<file path="config.mk">
export PLATFORM = sky130hd
export DESIGN_NAME = cpeq_ctrl
export DESIGN_NICKNAME = d
export VERILOG_FILES = /design/src/rtl/cpeq_pkg.sv /design/src/rtl/cpeq_ctrl.sv
export SDC_FILE = /design/constraint.sdc
export NUM_CORES = 1
export LEC_CHECK = 0
export ABC_CLOCK_PERIOD_IN_PS = 1000
export BUFFER_PORTS_ARGS = -buffer_cell sky130_fd_sc_hd__clkbuf_2
export CELL_PAD_IN_SITES_DETAIL_PLACEMENT = 1
export CELL_PAD_IN_SITES_GLOBAL_PLACEMENT = 2
export CORE_AREA = 5 5 42 44
export CTS_CLUSTER_DIAMETER = 100
export DETAILED_ROUTE_END_ITERATION = 8
export DIE_AREA = 0 0 47 49
export PLACE_DENSITY = 0.59
export SKIP_LAST_GASP = 1
export SLEW_MARGIN = 40
export SYNTH_ARGS = -nofsm -noshare
export SYNTH_HDL_FRONTEND = slang
export SYNTH_SLANG_ARGS = --single-unit
</file>
<file path="constraint.sdc">
create_clock -name clk_i -period 1 [get_ports clk_i]
set_input_delay 0.1 -clock clk_i [delete_from_list [all_inputs] [get_ports clk_i]]
set_output_delay 0.1 -clock clk_i [all_outputs]
set_load 0.01 [all_outputs]
</file>
<file path="src/rtl/cpeq_pkg.sv">
// shared types, sizes and codes for the coalescing packet event queue
// no dependencies; imported by cpeq_dp, cpeq_ctrl, the top level and the checker
package cpeq_pkg;

  localparam int QUEUE_DEPTH = 32;
  localparam int PACKET_MAX  = 100;
  localparam int SLOT_WORDS  = (PACKET_MAX + 3) / 4;
  localparam int STORE_DEPTH = QUEUE_DEPTH * SLOT_WORDS;
  localparam int BYTE_LANES  = 4;

  localparam int IDX_W  = (QUEUE_DEPTH > 1) ? $clog2(QUEUE_DEPTH) : 1;
  localparam int CNT_W  = $clog2(QUEUE_DEPTH + 1);
  localparam int LEN_W  = $clog2(PACKET_MAX + 1);
  localparam int POS_W  = $clog2(PACKET_MAX + 4);
  localparam int WORD_W = $clog2(SLOT_WORDS + 1);
  localparam int ADDR_W = $clog2(STORE_DEPTH);
  localparam int CAP_W  = 16;

  // action codes
  localparam logic ACT_ENQ = 1'b0;
  localparam logic ACT_DEQ = 1'b1;

  // result status codes
  localparam logic [1:0] STATUS_OK       = 2'd0;
  localparam logic [1:0] STATUS_EMPTY    = 2'd1;
  localparam logic [1:0] STATUS_TOO_LONG = 2'd2;
  localparam logic [1:0] STATUS_BUSY     = 2'd3;

  typedef struct packed {
    logic             action;
    logic             coalesce;
    logic [7:0]       in_byte0;
    logic [7:0]       in_byte1;
    logic [7:0]       in_byte2;
    logic [7:0]       in_byte3;
    logic [2:0]       in_count;
    logic             in_last;
    logic [CAP_W-1:0] read_capacity;
  } in_t;

  typedef struct packed {
    logic [7:0] out_byte0;
    logic [7:0] out_byte1;
    logic [7:0] out_byte2;
    logic [7:0] out_byte3;
    logic [2:0] out_count;
    logic       out_last;
    logic [6:0] entry_length;
    logic [1:0] status;
  } out_t;

  // controller to datapath
  typedef struct packed {
    logic enq_word;
    logic emit_busy;
    logic emit_empty;
    logic pop_head;
    logic emit_too_long;
    logic emit_zero;
    logic start_stream;
    logic stream_word;
  } ctrl_cmd_t;

  // datapath to controller
  typedef struct packed {
    logic is_deq;
    logic enq_open;
    logic empty;
    logic too_long;
    logic len_zero;
    logic last_word;
  } dp_stat_t;

endpackage

</file>
<file path="src/rtl/cpeq_ctrl.sv">
// controller state machine: sequences enqueue words and dequeue runs
// depends on cpeq_pkg
module cpeq_ctrl import cpeq_pkg::*; (
  input  logic      clk_i,
  input  logic      rst_ni,
  input  logic      start_i,
  input  dp_stat_t  stat_i,
  output ctrl_cmd_t cmd_o,
  output logic      busy_o
);

  localparam logic [1:0] S_IDLE   = 2'd0;
  localparam logic [1:0] S_LEN    = 2'd1;
  localparam logic [1:0] S_STREAM = 2'd2;

  logic [1:0] state_q, state_d;

  always_comb begin
    state_d = state_q;
    cmd_o   = '0;
    unique case (state_q)
      S_IDLE: begin
        if (start_i) begin
          priority if (!stat_i.is_deq) begin
            cmd_o.enq_word = 1'b1;
          end else if (stat_i.enq_open) begin
            cmd_o.emit_busy = 1'b1;
          end else if (stat_i.empty) begin
            cmd_o.emit_empty = 1'b1;
          end else begin
            cmd_o.pop_head = 1'b1;
            state_d        = S_LEN;
          end
        end
      end
      S_LEN: begin
        priority if (stat_i.too_long) begin
          cmd_o.emit_too_long = 1'b1;
          state_d             = S_IDLE;
        end else if (stat_i.len_zero) begin
          cmd_o.emit_zero = 1'b1;
          state_d         = S_IDLE;
        end else begin
          cmd_o.start_stream = 1'b1;
          state_d            = S_STREAM;
        end
      end
      S_STREAM: begin
        cmd_o.stream_word = 1'b1;
        if (stat_i.last_word) begin
          state_d = S_IDLE;
        end
      end
      default: begin
        state_d = S_IDLE;
      end
    endcase
  end

  always_ff @(posedge clk_i or negedge rst_ni) begin
    if (!rst_ni) begin
      state_q <= S_IDLE;
    end else begin
      state_q <= state_d;
    end
  end

  assign busy_o = (state_q != S_IDLE);

endmodule

</file>
Word-level counts from Yosys, hierarchy flattened
Cells that the tools add are included.
{ "op_classes": {"reduce_logical": 3, "n_mux": 22, "n_eq_ne": 7} }
{ "ops": {"columns": ["operator", "n"], "rows": [
  ["2-bit two-way mux", 9],
  ["2-bit != test, second input constant", 5],
  ["1-bit two-way mux", 8],
  ["4-bit two-way mux", 2],
  ["3-bit two-way mux", 2],
  ["2-bit one-hot mux with 3 select lines", 1],
  ["5-bit AND reduction", 1],
  ["2-bit by 1-bit == test with 1-bit output, second input constant", 1],
  ["2-bit == test, second input constant", 1],
  ["2-bit zero test", 1],
  ["2-bit nonzero test", 1]
]} }
{ "totals": {"out_inout_bits": 9, "register_bits": 2, "input_bits": 9} }

Depth between registers and ports, before layout
{ "depth": {"depth_word": 5, "mapped_depth": 2} }

Worst setup path after synthesis
Ideal clock, no wire load.
{ "synth_timing": {"path_type": "register -> output", "from": "register state_q[1]", "to": "output cmd_o[7] (netlist name)", "slack_ns": -0.027, "path_stages_with_launch": 3, "t_arrival_ns": 0.927, "required_ns": 0.900, "cell_sequence": "dfrtp_1 or2_4 nor3b_2"} }
{ "synth_lines": {"columns": ["item", "line_no", "text"], "rows": [
  ["start, declared", "cpeq_ctrl.sv:16", "logic [1:0] state_q, state_d;"],
  ["start signal, assigned", "cpeq_ctrl.sv:64", "state_q <= state_d;"],
  ["end, declared", "cpeq_ctrl.sv:8", "output ctrl_cmd_t cmd_o,"]
]} }

==> impl_metrics.ini <==
[run_status]
outcome = finished, violations left
violations = setup timing

[clock_tree]
h-tree-depth = 1
path_clk_slew_ns = 0.03
clock_latency_ns = 0.23
ctsLongestPathBuffers = 2
cts-root-buf = clkbuf_4
cts_tree = yes
cts.sinks = 2
cts-buffers-inserted = 3

[power_and_ir_drop]
switching_share_pct = 25.7
p_sw_mw = 0.0919
seqPwrFrac_pct = 23.8
clkPwrFrac_pct = 50.6
power.density_mw_per_mm2 = 882
p_leak_nw = 0.208
irDropWorstVdd_mv = 0.406
p_int_mw = 0.266
pwr-share-comb_pct = 25.6
power_mw = 0.358

[timing]
fin_skew_ns = 0.00555
worst_pin_slew_ns = 0.225
hold_violations = 0
max_freq_mhz = 754
period_minus_slack_ns = 1.33
rsz0062_at_grt = true
setup_slack_ns = -0.326
fin_tns_setup_ns = -2.23
setup_viol = 10
drv_slew = 0
slew_headroom_pct = 84.9
period_share_pct = 133

[grt]
grt_pass1_vias = 250
grt_overflow_total = 0
grt_max_degree = 5
grtUsageTotal_pct = 6.41
grt_pass1_wl_microns = 1010
antenna_found_initial = 0

[synth]
yosysTopAreaCellShare_pct = 26.5
syn_area_sq_um = 189
synth_area_per_cell_sq_um = 11.8
yosysTopAreaCell = dfrtp_1
syn-num-nets = 25
synth_cells = 16
synth_seq_cells = 2
synth_cell_type_count = 12
yosys-top-cells-area = dfrtp_1 (26%), nand4bb_4 (15%), nor3b_2 (13%)
synth_seq_area_share_pct = 26.5
ys_warn_count = 0

[detailed_routing]
wirelength_microns = 655
via_per_inst = 3.91
drt_iter0_drc = 0
drc = 0
first_pass_iters = 1
vias = 219
final_antenna_net_count = 0
wl_per_cell_microns = 11.7

[finish]
top_register = state_q
num-nets-final = 51
final_cell_mix = clkbuf_2 (10), buf_2 (5), clkbuf_4 (3), buf_6 (3)
layout_commonest_cell = clkbuf_2
reg.largest.list = state_q: 2 flops
drive_gt1_share_pct = 77.5
area_growth_syn_to_layout_pct = 115
diodes = 0
largest_reg_flops = 2

[worst_setup_path]
crit_arrival_ns = 1.23
crit_path_start_kind = flip-flop
path_max_fanout = 4
worstPathRequired_ns = 0.90
end_kind = output pin
slowest_stage = dfrtp_1
path_cells = nand4bb_4 > nor3b_4 > clkbuf_2
critPathKind = reg -> out
critPathMaxStageDelay_ns = 0.38

[die]
die_w_microns = 47
dieArea_sq_mm = 0.00230
coreArea_sq_mm = 0.00140
start_util_pct = 13.5
rows = 14
io_pins = 18
die_y_microns = 49

[placement]
globalplace.congestion = 0.611
io_buffers = 17
hpwlAfterDp_microns = 536

[flow_run]
drv_cap = 0

[min_path]
min_path_type = in -> reg
-- power by group through the flow --
stage | clock (mW) | combinational, mW | sequential [mW]
2_1_floorplan | 0 | 0.0351 | 0.0866
3_3_place_gp | 0 | 0.0776 | 0.0856
3_5_place_dp | 0 | 0.0804 | 0.0857
4_1_cts | 0.197 | 0.0899 | 0.0849
5_1_grt | 0.199 | 0.0992 | 0.0853
6_report | 0.181 | 0.0915 | 0.0849
-- cells by family after synthesis --
kind of cell / count (synthesis) / share of synthesized area, %
DFF: 2 / 26.5
AOI/OAI and AO/OA: 1 / 3.97
and+or+nand+nor: 11 / 65.6
buffers and inverters: 2 / 3.97
-- cell type report --
cell class                      count  area [sq um]
Multi-Input combinational cell     12           171
Clock buffer                        3          22.5
Fill cell                         172           996
Inverter                            2          7.51
Tap cell                           16          20.0
Timing Repair Buffer               21           134
Sequential cell                     2          50.0
-- worst max-delay path: cells and delay by family, from the launching register on --
family	cells	cell delay, ns
and+or+nand+nor	2	0.46
DFF	1	0.38
buffers and inverters	1	0.16
-- synthesized netlist by cell type (all sizes together) --
cell type  instances
nor2               1
nand4bb            1
and3b              1
nor4bb             1
inv                2
dfrtp              2
nor3b              2
nor4b              1
a21o               1
nor2b              1
nor3               2
or2                1
-- through the flow --
stage / utilization (%) / setup WS, ns / hold slack [ns] / std cells / cell area [sq um]
2_1_floorplan: - / -0.0147 / -0.196 / 16 / 206
3_3_place_gp: 23.3 / -0.0880 / -0.114 / 51 / 327
3_5_place_dp: 23.3 / -0.141 / -0.112 / 51 / 327
4_1_cts: 28.0 / -0.360 / 0.0755 / 56 / 393
5_1_grt: 28.9 / -0.407 / 0.0918 / 56 / 405
6_report: 28.9 / -0.326 / 0.0829 / 56 / 405
-- path summary, 6_finish.rpt --
kind                            cells past startpoint  slack, ns        from         end
max in group asynchronous                           2       0.71      rst_ni  state_q[0]
worst min-delay path                                2       0.08   stat_i[3]  state_q[0]
worst min register to register                      2       0.65  state_q[0]  state_q[0]
min in group asynchronous                           2       0.19      rst_ni  state_q[1]
worst max-delay path                                3      -0.33  state_q[0]    cmd_o[5]
worst max register to register                      4      -0.09  state_q[1]  state_q[1]
-- repair_timing --
item | in CTS | in global routing
hold endpoints to repair | 2 | 0
hold buffers | 1 | 0
pin swaps | 4 | 3
setup buffers | 1 | 0
gates resized for setup | 5 | 9
setup endpoints to repair | 10 | 10
-- metal layers --
metal / GRT usage, % / share of wire (%) / vias up
li1: - / - / 106
met1: 4.62 / 30 / 101
met2: 12.0 / 59 / 12
met3: 2.95 / 11 / 0
met4: 4.15 / 0 / 0
met5: 0 / 0 / -
Note: power is estimated with default switching activity, not from simulation.
